==> src/rtl/ccs_pkg.sv <==
`default_nettype none

package ccs_pkg;

    // Characters that steer the scanner
    localparam logic [7:0] CH_QUOTE  = 8'h22;
    localparam logic [7:0] CH_BSLASH = 8'h5C;
    localparam logic [7:0] CH_SLASH  = 8'h2F;
    localparam logic [7:0] CH_STAR   = 8'h2A;
    localparam logic [7:0] CH_NL     = 8'h0A;

    // Step queue between front and back
    localparam int QAW    = 2;
    localparam int QDEPTH = 1 << QAW;

    // Scanner mode
    typedef enum logic [3:0] {
        MODE_NORMAL = 4'b0001,
        MODE_STRING = 4'b0010,
        MODE_BLOCK  = 4'b0100,
        MODE_LINE   = 4'b1000
    } t_mode;

    // Result count of one input byte
    localparam logic [1:0] CNT_NONE = 2'd0;
    localparam logic [1:0] CNT_ONE  = 2'd1;
    localparam logic [1:0] CNT_TWO  = 2'd2;

    // Results caused by one input byte: up to two kept bytes and the end flag
    typedef struct packed {
        logic [7:0] c0;
        logic [7:0] c1;
        logic [1:0] cnt;
        logic       done;
    } t_rec;

    typedef struct packed {
        logic full;
        logic empty;
    } t_q_stat;

endpackage

`default_nettype wire

==> src/rtl/ccs_front.sv <==
`default_nettype none

module ccs_front (
    input  wire logic          i_clk,
    input  wire logic          i_rst_n,
    input  wire logic          i_valid,
    input  wire logic [7:0]    i_char,
    input  wire logic          i_last,
    input  wire ccs_pkg::t_q_stat i_stat,
    output logic               o_ready,
    output logic               o_push,
    output ccs_pkg::t_rec      o_rec
);
    import ccs_pkg::*;

    t_mode      r_mode, n_mode;
    logic       r_held_v, n_held_v;
    logic [7:0] r_held_c, n_held_c;
    t_rec       w_rec;
    logic       w_used;
    logic       w_acc;

    function automatic t_rec add_char(input t_rec r, input logic [7:0] c);
        t_rec o;
        o = r;
        if (r.cnt == CNT_NONE) begin
            o.c0  = c;
            o.cnt = CNT_ONE;
        end else if (r.cnt == CNT_ONE) begin
            o.c1  = c;
            o.cnt = CNT_TWO;
        end
        return o;
    endfunction

    assign o_ready = !i_stat.full;
    assign w_acc   = i_valid && o_ready;

    always_comb begin
        n_mode   = r_mode;
        n_held_v = r_held_v;
        n_held_c = r_held_c;
        w_used   = 1'b0;
        w_rec    = '0;

        // Resolve the held byte against the new one
        if (r_held_v) begin
            n_held_v = 1'b0;
            unique case (r_mode)
                MODE_NORMAL: begin
                    if (i_char == CH_STAR) begin
                        n_mode = MODE_BLOCK;
                        w_used = 1'b1;
                    end else if (i_char == CH_SLASH) begin
                        n_mode = MODE_LINE;
                        w_used = 1'b1;
                    end else begin
                        w_rec = add_char(w_rec, r_held_c);
                    end
                end
                MODE_STRING: begin
                    w_rec = add_char(w_rec, r_held_c);
                    if (i_char == CH_QUOTE) begin
                        w_rec  = add_char(w_rec, i_char);
                        w_used = 1'b1;
                    end
                end
                MODE_BLOCK: begin
                    if (i_char == CH_SLASH) begin
                        n_mode = MODE_NORMAL;
                        w_used = 1'b1;
                    end
                end
                default: ;
            endcase
        end

        if (!w_used) begin
            unique case (n_mode)
                MODE_NORMAL: begin
                    if (i_char == CH_QUOTE) begin
                        w_rec  = add_char(w_rec, i_char);
                        n_mode = MODE_STRING;
                    end else if (i_char == CH_SLASH) begin
                        n_held_v = 1'b1;
                        n_held_c = i_char;
                    end else begin
                        w_rec = add_char(w_rec, i_char);
                    end
                end
                MODE_STRING: begin
                    if (i_char == CH_QUOTE) begin
                        w_rec  = add_char(w_rec, i_char);
                        n_mode = MODE_NORMAL;
                    end else if (i_char == CH_BSLASH) begin
                        n_held_v = 1'b1;
                        n_held_c = i_char;
                    end else begin
                        w_rec = add_char(w_rec, i_char);
                    end
                end
                MODE_BLOCK: begin
                    if (i_char == CH_STAR) begin
                        n_held_v = 1'b1;
                        n_held_c = i_char;
                    end
                end
                default: begin
                    if (i_char == CH_NL) begin
                        w_rec  = add_char(w_rec, i_char);
                        n_mode = MODE_NORMAL;
                    end
                end
            endcase
        end

        // Flush at end of text: pass a held slash or backslash, drop a held star
        if (i_last) begin
            if (n_held_v && n_mode != MODE_BLOCK) begin
                w_rec = add_char(w_rec, n_held_c);
            end
            n_held_v = 1'b0;
            n_mode   = MODE_NORMAL;
        end
        w_rec.done = i_last;
    end

    assign o_push = w_acc && (w_rec.cnt != CNT_NONE || i_last);
    assign o_rec  = w_rec;

    always_ff @(posedge i_clk) begin
        if (!i_rst_n) begin
            r_mode   <= MODE_NORMAL;
            r_held_v <= 1'b0;
        end else if (w_acc) begin
            r_mode   <= n_mode;
            r_held_v <= n_held_v;
        end
    end

    always_ff @(posedge i_clk) begin
        if (w_acc) begin
            r_held_c <= n_held_c;
        end
    end

    a_held_not_line: assert property (@(posedge i_clk) disable iff (!i_rst_n)
        r_held_v |-> r_mode != MODE_LINE)
        else $error("byte held in line comment");

    a_push_has_result: assert property (@(posedge i_clk) disable iff (!i_rst_n)
        o_push |-> (o_rec.cnt != CNT_NONE || o_rec.done))
        else $error("empty step pushed");

endmodule

`default_nettype wire

==> src/rtl/ccs_queue.sv <==
`default_nettype none

module ccs_queue (
    input  wire logic          i_clk,
    input  wire logic          i_rst_n,
    input  wire logic          i_push,
    input  wire ccs_pkg::t_rec i_rec,
    input  wire logic          i_pop,
    output ccs_pkg::t_rec      o_rec,
    output ccs_pkg::t_q_stat   o_stat
);
    import ccs_pkg::*;

    t_rec           r_mem [QDEPTH];
    logic [QAW-1:0] r_wptr;
    logic [QAW-1:0] r_rptr;
    logic [QAW:0]   r_cnt;

    assign o_stat.full  = (r_cnt == (QAW+1)'(QDEPTH));
    assign o_stat.empty = (r_cnt == '0);
    assign o_rec        = r_mem[r_rptr];

    always_ff @(posedge i_clk) begin
        if (i_push) begin
            r_mem[r_wptr] <= i_rec;
        end
    end

    always_ff @(posedge i_clk) begin
        if (!i_rst_n) begin
            r_wptr <= '0;
            r_rptr <= '0;
            r_cnt  <= '0;
        end else begin
            if (i_push) begin
                r_wptr <= r_wptr + 1'b1;
            end
            if (i_pop) begin
                r_rptr <= r_rptr + 1'b1;
            end
            if (i_push && !i_pop) begin
                r_cnt <= r_cnt + 1'b1;
            end else if (!i_push && i_pop) begin
                r_cnt <= r_cnt - 1'b1;
            end
        end
    end

    a_no_overflow: assert property (@(posedge i_clk) disable iff (!i_rst_n)
        i_push |-> !o_stat.full)
        else $error("push into full queue");

    a_no_underflow: assert property (@(posedge i_clk) disable iff (!i_rst_n)
        i_pop |-> !o_stat.empty)
        else $error("pop from empty queue");

endmodule

`default_nettype wire

==> src/rtl/ccs_back.sv <==
`default_nettype none

module ccs_back (
    input  wire logic             i_clk,
    input  wire logic             i_rst_n,
    input  wire ccs_pkg::t_rec    i_rec,
    input  wire ccs_pkg::t_q_stat i_stat,
    output logic                  o_pop,
    input  wire logic             i_ready,
    output logic                  o_valid,
    output logic [7:0]            o_char,
    output logic                  o_has,
    output logic                  o_done
);
    import ccs_pkg::*;

    logic       r_valid;
    logic       r_idx, n_idx;
    logic [7:0] r_char, n_char;
    logic       r_has, n_has;
    logic       r_done, n_done;
    logic       w_load;

    assign w_load = (!r_valid || i_ready) && !i_stat.empty;

    // Split a two-byte step into two transfers; pop on the last one
    always_comb begin
        n_idx  = 1'b0;
        o_pop  = 1'b0;
        n_char = r_idx ? i_rec.c1 : i_rec.c0;
        n_has  = (i_rec.cnt != CNT_NONE);
        n_done = i_rec.done;
        if (!r_idx && i_rec.cnt == CNT_TWO) begin
            n_idx  = 1'b1;
            n_done = 1'b0;
        end else begin
            o_pop = w_load;
        end
    end

    always_ff @(posedge i_clk) begin
        if (!i_rst_n) begin
            r_valid <= 1'b0;
            r_idx   <= 1'b0;
        end else if (w_load) begin
            r_valid <= 1'b1;
            r_idx   <= n_idx;
        end else if (i_ready) begin
            r_valid <= 1'b0;
        end
    end

    always_ff @(posedge i_clk) begin
        if (w_load) begin
            r_char <= n_char;
            r_has  <= n_has;
            r_done <= n_done;
        end
    end

    assign o_valid = r_valid;
    assign o_char  = r_char;
    assign o_has   = r_has;
    assign o_done  = r_done;

    a_second_beat: assert property (@(posedge i_clk) disable iff (!i_rst_n)
        r_idx |-> (!i_stat.empty && i_rec.cnt == CNT_TWO))
        else $error("second byte without a two-byte step");

    a_empty_is_end: assert property (@(posedge i_clk) disable iff (!i_rst_n)
        (r_valid && !r_has) |-> r_done)
        else $error("empty transfer without end of text");

endmodule

`default_nettype wire

==> src/rtl/c_comment_stripper.sv <==
`default_nettype none

// Channel   Dir  tdata           tuser      tlast
// s_axis    in   char_in [7:0]   -          end_of_text
// m_axis    out  char_out [7:0]  has_char   text_done
//
// One input byte per cycle. A byte that yields two kept bytes takes two
// output transfers; the output register then drains one per ready cycle.
// Input and output are decoupled by a four-entry step queue; s_axis_tready
// drops only when that queue is full. A byte that keeps nothing and does not
// end the text takes no entry, so a stalled output holds the input once four
// steps with results wait in the queue. Synchronous active-low reset returns
// the scanner to normal mode with nothing held and empties the queue.
module c_comment_stripper (
    input  wire logic       i_clk,
    input  wire logic       i_rst_n,
    input  wire logic       s_axis_tvalid,
    output logic            s_axis_tready,
    input  wire logic [7:0] s_axis_tdata,   // [7:0] char_in
    input  wire logic       s_axis_tlast,
    output logic            m_axis_tvalid,
    input  wire logic       m_axis_tready,
    output logic [7:0]      m_axis_tdata,   // [7:0] char_out
    output logic            m_axis_tuser,   // [0] has_char
    output logic            m_axis_tlast
);
    import ccs_pkg::*;

    t_rec    w_push_rec;
    t_rec    w_head_rec;
    t_q_stat w_stat;
    logic    w_push;
    logic    w_pop;

    ccs_front u_front (
        .i_clk   (i_clk),
        .i_rst_n (i_rst_n),
        .i_valid (s_axis_tvalid),
        .i_char  (s_axis_tdata),
        .i_last  (s_axis_tlast),
        .i_stat  (w_stat),
        .o_ready (s_axis_tready),
        .o_push  (w_push),
        .o_rec   (w_push_rec)
    );

    ccs_queue u_queue (
        .i_clk   (i_clk),
        .i_rst_n (i_rst_n),
        .i_push  (w_push),
        .i_rec   (w_push_rec),
        .i_pop   (w_pop),
        .o_rec   (w_head_rec),
        .o_stat  (w_stat)
    );

    ccs_back u_back (
        .i_clk   (i_clk),
        .i_rst_n (i_rst_n),
        .i_rec   (w_head_rec),
        .i_stat  (w_stat),
        .o_pop   (w_pop),
        .i_ready (m_axis_tready),
        .o_valid (m_axis_tvalid),
        .o_char  (m_axis_tdata),
        .o_has   (m_axis_tuser),
        .o_done  (m_axis_tlast)
    );

endmodule

`default_nettype wire
==> config.mk <==
export PLATFORM = sky130hd
export DESIGN_NAME = c_comment_stripper
export DESIGN_NICKNAME = d
export VERILOG_FILES = /design/src/rtl/ccs_pkg.sv /design/src/rtl/ccs_front.sv /design/src/rtl/ccs_queue.sv /design/src/rtl/ccs_back.sv /design/src/rtl/c_comment_stripper.sv
export SDC_FILE = /design/constraint.sdc
export NUM_CORES = 1
export LEC_CHECK = 0
export BUFFER_PORTS_ARGS = -buffer_cell sky130_fd_sc_hd__buf_2
export CAP_MARGIN = 25
export CORE_MARGIN = 2
export CORE_UTILIZATION = 25
export DETAILED_ROUTE_END_ITERATION = 10
export SLEW_MARGIN = 20
export SYNTH_ARGS = -nofsm -noshare
export SYNTH_HDL_FRONTEND = slang
export SYNTH_SLANG_ARGS = --single-unit
==> constraint.sdc <==
create_clock -name i_clk -period 8.47 [get_ports i_clk]
set_input_delay 1.694 -clock i_clk [delete_from_list [all_inputs] [get_ports i_clk]]
set_output_delay 1.694 -clock i_clk [all_outputs]
set_load 0.02 [all_outputs]
# Word level (Yosys, flattened, before mapping)
# Memory sizes are Yosys's and may differ from the RTL's. A register that Yosys moved wholly into a read port is not among the register bits.
# Cells that the tools add are included.
dict set report op_classes {
  add_sub_neg 4
  eq_ne 17
  muxes 69
  n_reduce_logical 23
}
# op count
set op_table {}
lappend op_table {{19-bit two-way mux} 12}
lappend op_table {{8-bit two-way mux} 13}
lappend op_table {{19-bit one-hot mux with 3 select lines} 1}
lappend op_table {{19-bit one-hot mux with 2 select lines} 1}
lappend op_table {{4-bit two-way mux} 9}
lappend op_table {{10-bit two-way mux} 3}
lappend op_table {{8-bit by 6-bit == test with 1-bit output, second input constant} 3}
lappend op_table {{8-bit one-hot mux with 3 select lines} 1}
lappend op_table {{1-bit two-way mux} 16}
lappend op_table {{2-bit two-way mux} 7}
lappend op_table {{4-bit one-hot mux with 3 select lines} 1}
lappend op_table {{4-bit by 1-bit == test with 1-bit output, second input constant} 2}
lappend op_table {{4-bit by 2-bit == test with 1-bit output, second input constant} 2}
lappend op_table {{4-bit by 3-bit == test with 1-bit output, second input constant} 2}
lappend op_table {{8-bit by 4-bit == test with 1-bit output, second input constant} 1}
lappend op_table {{8-bit by 7-bit == test with 1-bit output, second input constant} 1}
lappend op_table {{4-bit one-hot mux with 2 select lines} 1}
lappend op_table {{2-bit nonzero test} 4}
lappend op_table {{1-bit logical AND} 7}
lappend op_table {{2-bit by 1-bit == test with 1-bit output, second input constant} 3}
lappend op_table {{1-bit logical NOT} 6}
lappend op_table {{2-bit logical NOT} 3}
lappend op_table {{3-bit two-way mux} 2}
lappend op_table {{1-bit one-hot mux with 3 select lines} 2}
lappend op_table {{8 further kinds} 10}
dict set report totals {
  register_bits 32
  mem_bits_rw 76
  in_bits 13
  output_inout_bits 12
  wordCells 125
  n_memories 1
}
# memory depth word_bits read_ports rd_ports_with_merged_regs write_ports line
set mem_list {}
lappend mem_list {u_queue.r_mem 4 19 1 1 1 ccs_queue.sv:14} ;# t_rec r_mem [QDEPTH];

# Longest topological paths before layout
# Gate-level depths: netlist (run 1).
dict set report depth {
  ltp_word 28
  mapped_depth 17
  mapped_depth_nobuf 16
}

# Cells and area by module
# Synthesis (run 1) repeated with hierarchy kept, for this count alone.
dict set report hier_totals {
  cells_unflattened 402
  area_unflattened_um2 5611.6
}
# module n_inst cells_per_inst area_each_um2 seq_area_each_um2
set by_module_without_submodules {}
lappend by_module_without_submodules {ccs_queue 1 142 3230.6 2462.4}
lappend by_module_without_submodules {ccs_front 1 228 1859.3 340.3}
lappend by_module_without_submodules {ccs_back 1 32 521.8 340.3}

# Worst setup path after synthesis (run 1)
# No wires, ideal clock.
dict set report synth_path {
  path_kind {input-to-reg}
  from {input port s_axis_tdata[2]}
  to {register u_queue.r_cnt[2]}
  setup_ns 0.076
  arrival_ns 4.720
  t_required_ns 8.394
  slack_ns 3.675
  cell_stages 16
  n_path_buf 2
  cell_sequence {clkbuf_1 -> nor4b_2 -> and4_1 -> clkbuf_1 -> inv_1 -> ha_1 -> nand2b_1 -> o21ai_1 -> a22oi_4 -> inv_1 -> ha_1 -> inv_1 -> fa_1 -> xor2_1 -> or3_1 -> a21boi_0}
}
dict set report synth_between {
  elab_chain_len 23
  elab_cells_between_ends 61
  cone_classes {eq/ne (11); mux (40); reduce/logical (10)}
}
# element line
set synth_rtl {}
lappend synth_rtl {{start, declared} c_comment_stripper.sv:19} ;# input wire logic [7:0] s_axis_tdata,
lappend synth_rtl {{8-bit by 6-bit == test with 1-bit output} {ccs_front.sv:54, ccs_front.sv:69, ccs_front.sv:84}}
lappend synth_rtl {{19-bit two-way mux} ccs_front.sv:54} ;# end else if (i_char == CH_SLASH) begin
lappend synth_rtl {{19-bit two-way mux} ccs_front.sv:51} ;# if (i_char == CH_STAR) begin
lappend synth_rtl {{19-bit one-hot mux with 2 select lines} ccs_front.sv:49} ;# unique case (r_mode)
lappend synth_rtl {{19-bit two-way mux} ccs_front.sv:47} ;# if (r_held_v) begin
lappend synth_rtl {{2-bit by 1-bit == test with 1-bit output} ccs_front.sv:29} ;# end else if (r.cnt == CNT_ONE) begin
lappend synth_rtl {{10-bit two-way mux} ccs_front.sv:29}
lappend synth_rtl {{2-bit two-way mux} ccs_front.sv:26} ;# if (r.cnt == CNT_NONE) begin
lappend synth_rtl {{(+8 left out)} --}
lappend synth_rtl {{19-bit two-way mux *} ccs_front.sv:118} ;# if (i_last) begin
lappend synth_rtl {{2-bit nonzero test *} ccs_front.sv:128} ;# assign o_push = w_acc && (w_rec.cnt != CNT_NONE || i_last);
lappend synth_rtl {{1-bit logical OR *} ccs_front.sv:128}
lappend synth_rtl {{1-bit logical AND *} ccs_front.sv:128}
lappend synth_rtl {{net u_front.o_push} ccs_front.sv:11} ;# output logic o_push,
lappend synth_rtl {{1-bit logical NOT} ccs_queue.sv:43} ;# end else if (!i_push && i_pop) begin
lappend synth_rtl {{1-bit logical AND} ccs_queue.sv:43}
lappend synth_rtl {{2-bit nonzero test (no line)} --}
lappend synth_rtl {{end signal, assigned} ccs_queue.sv:42} ;# r_cnt <= r_cnt + 1'b1;
lappend synth_rtl {{end signal, assigned} ccs_queue.sv:44} ;# r_cnt <= r_cnt - 1'b1;
lappend synth_rtl {{end, declared} ccs_queue.sv:17} ;# logic [QAW:0] r_cnt;
# The timed path passes the listed nets; every way through them passes the cells marked *.
# A chain may end at the register's enable or synchronous reset.

# Final worst setup path (run 1)
dict set report layout_path {
  from {input port s_axis_tdata[0]}
  to {register u_queue.r_cnt[2]}
}
# The elaborated chain is that of the path after synthesis.

==> results.ini, run 1 <==
[status]
status=finished clean

[global_routing]
use_met2_pct=18.19
grt_pass1_vias=3471
gr-max-usage-layer=met2
antenna_found_initial=0
grtUsageMet1_pct=15.04
grt_pass1_wl_microns=19270
grt.overflow.total=0
grt_use_met3_pct=2.319
grtUsageTotal_pct=11.16
grt_max_degree=20

[logic_synthesis]
synth_top_family_by_area=simple AND/OR/NAND/NOR gates
synthDominantCellAreaShare_pct=52.03
syn_inst=409
ys.flop_type=edfxtp_1
synth_compound_area_share_pct=11.95
ys_types=72
synth.area.top_cells=edfxtp_1 (52%), mux4_2 (7.9%), dfxtp_1 (5.9%), ha_1 (2.5%), a21oi_1 (2.0%)
synth_mux_area_share_pct=10.12
ys_ff_latch=110
syn_nets=434
synthAdderAreaFrac_pct=2.906
synth.avg_cell_area_sq_um=13.26
yosys.area_share.simple_pct=13.24
synth_top_cell_by_area=edfxtp_1
syn_area_sq_um=5425
yosysWarnings=0
synth_seq_area_share_pct=57.93
synth-xor-area-share_pct=0.9686
synth_edf_count=94
async_flop_share_pct=0

[drt]
wl_per_cell_microns=16.92
first_iter_violations=273
firstDrtPassIters=4
vias_per_cell=4.806
vias=3427
drt-total-wl_microns=12060
drc=0
drtAntennaViolNets=0

[cts]
cts_tree=built
clk_pin_slew_ns=0.06
clock_latency_ns=0.35
cts_resized=0
root_buffer=clkbuf_16
cts_buffers=9
htree_levels=3
cts_hold_buf=0
cts_sinks=110
post_cts_buffers=0
clockBufferDepth=2

[placed_design]
io_buffers=24
detailed_place_hpwl_microns=8575
pre_cts_ws_ns=3.204
gp_congestion=0.8739

[floorplanning]
ioPinCount=25
die_height_microns=151.3
die_area_sq_um=22890
start_util_pct=25.65
core_sq_um=21150
die_w_microns=151.3
fp-row-count=53

[sta]
rsz0062_at_grt=no
period_needed_ns=4.911
slew_headroom_pct=32.08
finalHoldViolCount=0
worst_slew_pin_slew_ns=1.017
setup_viol=0
skew_ns=0.009523
max_clock_freq_ghz=0.2036
fin_setup_tns_ns=0
drv_slew=0
hold_ws_ns=0.4842
setup_slack_ns=3.559
post-route-period-util_pct=57.98

[power]
leakagePower_uw=0.002090
power.total_uw=1528
power_density_nw_per_um2=248.5
irDropWorstVdd_mv=0.1124

[worst_setup_path]
startpoint_type=primary input
critPathCaptureType=flop
worstSetupPathType=in2reg
cp.arrival_ns=5.17
path_max_fanout=10
worst_ep_required_time_ns=8.73
ff2ff_path_depth=15

[finish]
drive_gt1_share_pct=20.32
fin_nets=459
area.growth.synth_to_final_pct=13.33
antenna_cells=0

[flow_run]
drv_cap=0

[min_path]
min_delay_path_depth=2
hp-class=reg2reg

worst paths after layout:
path	from	to	slack [ns]
worst max-delay path	s_axis_tdata[0]	u_queue.r_cnt[2]$_SDFFE_PN0P_	3.56
worst min-delay path	u_back.o_valid$_SDFFE_PN0P_	u_back.o_valid$_SDFFE_PN0P_	0.48
worst max register to register	u_front.r_mode[2]$_SDFFE_PN0P_	u_queue.r_cnt[2]$_SDFFE_PN0P_	4.60
worst min register to register	u_back.o_valid$_SDFFE_PN0P_	u_back.o_valid$_SDFFE_PN0P_	0.48
logic make-up (layout without fill, tap and decap cells):
logic type / after synthesis / after routing
AND/OR/NAND/NOR: 123 / 123
XOR/XNOR: 6 / 6
flip-flops: 110 / 110
multiplexers: 30 / 30
buffers and inverters: 36 / 65
adder cells (fa/ha/maj): 12 / 12
AO/OA/AOI/OAI: 92 / 92
placed cells by master (no fill, tap or decap), drive strengths merged, types with 9 or more instances in the layout:
cell type / instances
buf: 30
o21ai: 21
ha: 11
inv: 23
nor2: 22
mux4: 19
nand2: 30
mux2: 9
clkbuf: 10
edfxtp: 94
and2: 12
a21oi: 22
nor2b: 15
dfxtp: 16
worst max-delay path, cell delays in order:
cell and delay (ns):
buf_2 0.16, nor4b_1 0.48, and4_1 0.42, inv_1 0.15, ha_1 0.19, nand2b_1 0.15, o21ai_1 0.25, a22oi_4 0.15
inv_1 0.12, ha_1 0.19, inv_1 0.07, fa_1 0.44, xor2_1 0.18, or3_1 0.31, a21boi_0 0.20
flip-flops by register name, indices dropped and copies added (netlist names), named ones only:
signal / count
u_queue.r_cnt: 3
u_front.r_held_c: 8
u_front.r_held_v: 1
u_queue.r_rptr: 2
u_queue.r_mem: 76
u_back.o_has: 1
u_back.o_valid: 1
u_back.o_done: 1
u_back.r_idx: 1
u_queue.r_wptr: 2
u_front.r_mode: 4
u_back.o_char: 8
stage by stage:
step	instances	util [%]	instance area, sq um
floorplan	409	-	5425
global placement	698	27.67	5853
detailed placement	698	27.67	5853
CTS	713	29.06	6148
global route	713	29.06	6148
finish	713	29.06	6148
area by class of cell:
cell class | count | area, sq um
Inverter | 20 | 75.07
Fill cell | 2133 | 15010
Tap cell | 275 | 344.1
Multi-Input combinational cell | 263 | 2126
Sequential cell | 110 | 3143
Timing Repair Buffer | 30 | 165.2
Clock inverter | 5 | 66.31
Clock buffer | 10 | 229.0
Yosys cell counts, types with 3 or more instances:
| cell | instances |
|---|---|
| edfxtp_1 | 94 |
| o21ai_0 | 13 |
| a21o_1 | 4 |
| o31ai_1 | 3 |
| a31oi_1 | 3 |
| inv_1 | 19 |
| clkbuf_1 | 6 |
| xnor2_1 | 3 |
| or2_2 | 3 |
| a21oi_1 | 22 |
| mux4_2 | 19 |
| and2_1 | 11 |
| ha_1 | 11 |
| dfxtp_1 | 16 |
| nor2b_1 | 14 |
| o21a_1 | 5 |
| o21ai_1 | 8 |
| nand2_1 | 29 |
| mux2_2 | 9 |
| nand3_1 | 5 |
| o211ai_1 | 5 |
| nor2_1 | 22 |
| nand2b_1 | 6 |
| nor3b_1 | 3 |
| xor2_1 | 3 |
| buf_2 | 5 |
| a221oi_1 | 3 |
| nor3_1 | 4 |
| buf_1 | 3 |
per-layer routing:
layer  vias up  part of all wire (%)
li1       1617                     -
met1      1703                    47
met2        93                    47
met4         0                   1.2
met5         -                     0
met3        14                   4.3
where the power goes:
group | total, uW | internal, uW | switching (uW)
logic | 367 | 168 | 198
registers | 745 | 701 | 43.4
clock network | 417 | 232 | 185
total | 1530 | 1100 | 427
No activity file was read; power rests on OpenSTA's default activity.
==> run 2, diff against run 1 <==
clock period = 5.1 ns   (was 8.47 ns; I/O delays follow)
==> run 2 against run 1 <==
Net effect:
- global-route usage shrank 0.18 points
- total power grew 63%
- sequential cell count is the same
- die area is the same
- largest power group unchanged
- highest routed layer unchanged
==> results.ini, run 2 (synthesized netlist as in run 1, its figures left out) <==
[finish]
largest-register=u_queue.r_mem
nFillCells=2118
fin_nets=459
largest_reg_flops=76
drive_gt1_share_pct=20.05
layout_commonest_cell=edfxtp_1
utilization_pct=28.96
final_cell_mix=edfxtp_1 (94), nand2_1 (29), buf_2 (24), nor2_1 (22), a21oi_1 (22)
antenna_cells=0
area.growth.synth_to_final_pct=12.92

[drt]
first_iter_violations=212
vias_per_cell=4.755
firstDrtPassIters=4
vias=3395
drc=0
drt-total-wl_microns=11840
drtAntennaViolNets=0
wl_per_cell_microns=16.58

[worst_setup_path]
worst_ep_required_time_ns=5.38
startpoint_type=primary input
slowest_delay_ns=0.43
cp_slowest_cell=and4_1
crit_buf_inv=4
worstSetupPathType=in2reg
cp_cell_sequence=buf_2, nor4b_2, and4_1, inv_1, ha_1, nand2b_1, o21ai_1, a22oi_4, inv_1, ha_1, inv_1, fa_1, xor2_1, or3_1, a21boi_0
crit_top_cell=inv_1
path_delay_family=simple AND/OR/NAND/NOR gates
path_max_fanout=9
cp.arrival_ns=4.35
critPathCaptureType=flop

[sta]
setup_viol=0
slew_headroom_pct=37.08
finalHoldViolCount=0
worst_slew_pin_slew_ns=0.9425
period_needed_ns=4.078
fin_setup_tns_ns=0
rsz0062_at_grt=no
max_clock_freq_ghz=0.2452
drv_slew=0
post-route-period-util_pct=79.97
skew_ns=0.008081

[floorplanning]
fp-row-count=53
die_height_microns=151.3
start_util_pct=25.65
die_area_sq_um=22890
ioPinCount=25
core_sq_um=21150
die_w_microns=151.3

[status]
status=finished clean

[cts]
clockBufferDepth=2
cts_buffers=9
clk_pin_slew_ns=0.07
cts_resized=0
clock_latency_ns=0.35
root_buffer=clkbuf_16
cts_hold_buf=0
htree_levels=3
cts_sinks=110
post_cts_buffers=0
cts_tree=built

[power]
leakagePower_uw=0.002084
irDropWorstVdd_mv=0.1451
p_clk_share_pct=26.0
p_sw_share_pct=28.52
comb_power_share_pct=24.4
power_density_nw_per_um2=406.3
p_seq_share_pct=49.6
intPower_uw=1779
power.net_switching_uw=709.9

[global_routing]
grt.overflow.total=0
grt_pass1_wl_microns=19030
grt_pass1_vias=3444
grt_max_degree=20
antenna_found_initial=0
grtUsageTotal_pct=10.99

[min_path]
hp-class=reg2reg

[placed_design]
detailed_place_hpwl_microns=8401
io_buffers=24
gp_congestion=0.9021

[flow_run]
drv_cap=0

[run 2: stage by stage]
step / setup WS (ns) / std cells / cell area, sq um / hold slack (ns) / total power (uW)
CTS: 1.040 / 714 / 6126 / 0.4947 / 2534
global route: 0.8050 / 714 / 6126 / 0.5319 / 2622
finish: 1.022 / 714 / 6126 / 0.4854 / 2489
floorplan: 0.9788 / 409 / 5425 / 0.4612 / 1686
global placement: 0.7868 / 698 / 5853 / 0.4723 / 1862
detailed placement: 0.7052 / 698 / 5853 / 0.4835 / 1879
[run 2: layout make-up]
class / count / area (sq um) / share of cell area [%]
Tap cell: 275 / 344.1 / 5.617
Sequential cell: 110 / 3143 / 51.31
Clock buffer: 10 / 229.0 / 3.738
Inverter: 20 / 75.07 / 1.225
Clock inverter: 6 / 43.79 / 0.7149
Multi-Input combinational cell: 263 / 2126 / 34.70
Timing Repair Buffer: 30 / 165.2 / 2.696
[run 2: power groups by stage]
stage                     sequential, uW  clock (uW)  combinational, uW
after floorplan                     1280           0                405
after global placement              1250           0                611
after detailed placement            1260           0                620
after CTS                           1240         670                625
after global routing                1250         700                668
final                               1230         646                609
[run 2: path summary, 6_finish.rpt]
check	start	to	slack [ns]	cells past startpoint
worst min register to register	u_back.o_valid$_SDFFE_PN0P_	u_back.o_valid$_SDFFE_PN0P_	0.49	2
worst max register to register	u_front.r_mode[2]$_SDFFE_PN0P_	u_queue.r_cnt[2]$_SDFFE_PN0P_	1.29	15
worst max-delay path	s_axis_tdata[2]	u_queue.r_cnt[2]$_SDFFE_PN0P_	1.02	15
worst min-delay path	u_back.o_valid$_SDFFE_PN0P_	u_back.o_valid$_SDFFE_PN0P_	0.49	2
[run 2: worst register-to-register path, stage by stage (launching register included)]
cell and delay, ns:
dfxtp_1 0.45, or4b_4 0.67, nor2_1 0.18, o21a_1 0.18
inv_1 0.08, ha_1 0.20, nand2b_1 0.15, o21ai_1 0.23
a22oi_4 0.15, inv_1 0.12, ha_1 0.19, inv_1 0.07
fa_1 0.43, xor2_1 0.18, or3_1 0.30, a21boi_0 0.16
[run 2: layer usage]
metal	routed length (microns)	vias up	track usage (%)
met3	569	15	2.711
li1	-	1619	-
met4	210	0	3.318
met2	5587	76	17.51
met1	5472	1685	14.79
met5	0	-	0
==> run 3, diff against run 2 <==
clock period = 3.8 ns   (was 5.1 ns; I/O delays follow)
==> run 3 against run 2 <==
Net effect:
- non-clock buffer count grew 46
- worst hold slack lost 0.0070 ns
- combinational power grew 44%
- largest power group unchanged
- global-route usage grew 0.60 points
- critical path type unchanged
- die area is the same
- clock power grew 36%
- clock skew grew 0.0033 ns
- largest cell class unchanged
==> results.ini, run 3 (synthesized netlist as in run 1, its figures left out) <==
[status]
status=finished clean

[global_routing]
grt_pass1_wl_microns=20120
grt.overflow.total=0
grt_max_degree=20
antenna_found_initial=0
grt_pass1_vias=3648
grtUsageTotal_pct=11.59

[finish]
area.growth.synth_to_final_pct=19.47
final_cell_mix=edfxtp_1 (94), buf_4 (52), nand2_1 (29), buf_2 (24), a21oi_1 (22)
drive_gt1_share_pct=28.66
instances_no_fill=760
fin_nets=505
multiInputGateArea_sq_um=2133
nFillCells=2099
antenna_cells=0
final_area_sq_um=6481
seq_area_sq_um=3144
layout_commonest_cell=edfxtp_1
largest-register=u_queue.r_mem
largest_reg_flops=76

[placed_design]
pre_cts_ws_ns=-0.1573
gp_congestion=0.8255
dp_cells=744
detailed_place_hpwl_microns=9074
place_area_sq_um=6202
io_buffers=24

[worst_setup_path]
startpoint_type=primary input
ff2ff_path_depth=15
path_max_fanout=7
reg2reg_from=u_front.r_mode[2]$_SDFFE_PN0P_
slowest_delay_ns=0.43
path_depth=17
cp_cell_sequence=buf_2, and4b_2, nand2_2, o211a_1, o21a_1, inv_1, ha_1, nand2b_1, o21ai_2, a22oi_4, inv_1, ha_1, inv_1, fa_1, xor2_1, or3_1, a21boi_0
path_delay_family=simple AND/OR/NAND/NOR gates
cp.arrival_ns=3.85
regToRegEndpoint=u_queue.r_cnt[2]$_SDFFE_PN0P_
worstSetupPathType=in2reg
crit_top_cell=inv_1
crit_buf_inv=4
cp_slowest_cell=fa_1
critPathCaptureType=flop
worst_ep_required_time_ns=4.07
endpoint=u_queue.r_cnt[2]$_SDFFE_PN0P_
r2r_slack_ns=0.24
cp-startpoint=s_axis_tdata[7]

[sta]
setup_viol=0
slew_headroom_pct=54.42
skew_ns=0.01142
worst_slew_pin_slew_ns=0.6806
setup_slack_ns=0.2279
max_clock_freq_ghz=0.2799
hold_ws_ns=0.4784
finalHoldViolCount=0
post-route-period-util_pct=94.00
rsz0062_at_grt=no
drv_slew=0
period_needed_ns=3.572

[drt]
vias_per_cell=4.676
drtAntennaViolNets=0
drc=0
wl_per_cell_microns=16.45
first_iter_violations=263
firstDrtPassIters=4
vias=3554
drt-total-wl_microns=12500

[flow_run]
drv_cap=0

[cts]
clk_pin_slew_ns=0.07
cts_tree=built
cts_buffers=9
cts_sinks=110
clock_latency_ns=0.35
root_buffer=clkbuf_16
clockBufferDepth=2
htree_levels=3

[floorplanning]
die_w_microns=151.3
ioPinCount=25
fp-row-count=53
start_util_pct=25.65
die_area_sq_um=22890
core_sq_um=21150
die_height_microns=151.3

[min_path]
hp-class=reg2reg

[power]
irDropWorstVdd_mv=0.1934
power_density_nw_per_um2=522.5
leakagePower_uw=0.002305
power.total_uw=3386

## run 3: report_power, final
part           internal [uW]  switching [uW]
Sequential              1560            71.4
Combinational            402             472
Clock                    450             429
## run 3: metal layers
layer | track usage, % | part of all wire, % | vias up
met5 | 0 | 0 | -
met4 | 3.551 | 1.3 | 0
met3 | 1.988 | 2.9 | 14
met2 | 18.87 | 48 | 58
met1 | 15.79 | 48 | 1771
li1 | - | - | 1711
## run 3: layout make-up
cell class	count	area share, %
clock buffer	10	3.533
sequential	110	48.51
clock inverter	6	0.6950
multi-input combinational	263	32.92
tap	275	5.309
inverter	20	1.158
timing repair buffer	76	7.876
## run 3: worst min-delay path by stage
stage | to | slack, ns | cells past startpoint | from
floorplan | u_queue.r_wptr[1]$_SDFFE_PN0P_ | 0.46 | 2 | u_queue.r_wptr[1]$_SDFFE_PN0P_
CTS | u_back.o_valid$_SDFFE_PN0P_ | 0.48 | 2 | u_back.o_valid$_SDFFE_PN0P_
global route | u_queue.r_wptr[1]$_SDFFE_PN0P_ | 0.52 | 2 | u_queue.r_wptr[1]$_SDFFE_PN0P_
detailed placement | u_back.o_valid$_SDFFE_PN0P_ | 0.47 | 2 | u_back.o_valid$_SDFFE_PN0P_
finish | u_back.o_valid$_SDFFE_PN0P_ | 0.48 | 2 | u_back.o_valid$_SDFFE_PN0P_
global placement | u_back.o_valid$_SDFFE_PN0P_ | 0.47 | 2 | u_back.o_valid$_SDFFE_PN0P_
## run 3: tightest hold or removal path: cells and delay by family, from the launching register on
family             cells  cell delay [ns]
DFF                    1             0.32
AOI/OAI and AO/OA      1             0.06
and+or+nand+nor        1             0.05
## run 3: metrics by stage
step | util (%) | TNS, ns
2_1_floorplan | - | 0
3_3_place_gp | 29.32 | -0.09523
3_5_place_dp | 29.32 | -0.6251
4_1_cts | 30.61 | 0
5_1_grt | 30.64 | 0
6_report | 30.64 | 0
## run 3: timing repair
item,CTS,global route
hold buffers,0,0
setup buffers,0,0
resized for setup,0,3
endpoints found under the setup margin,0,1
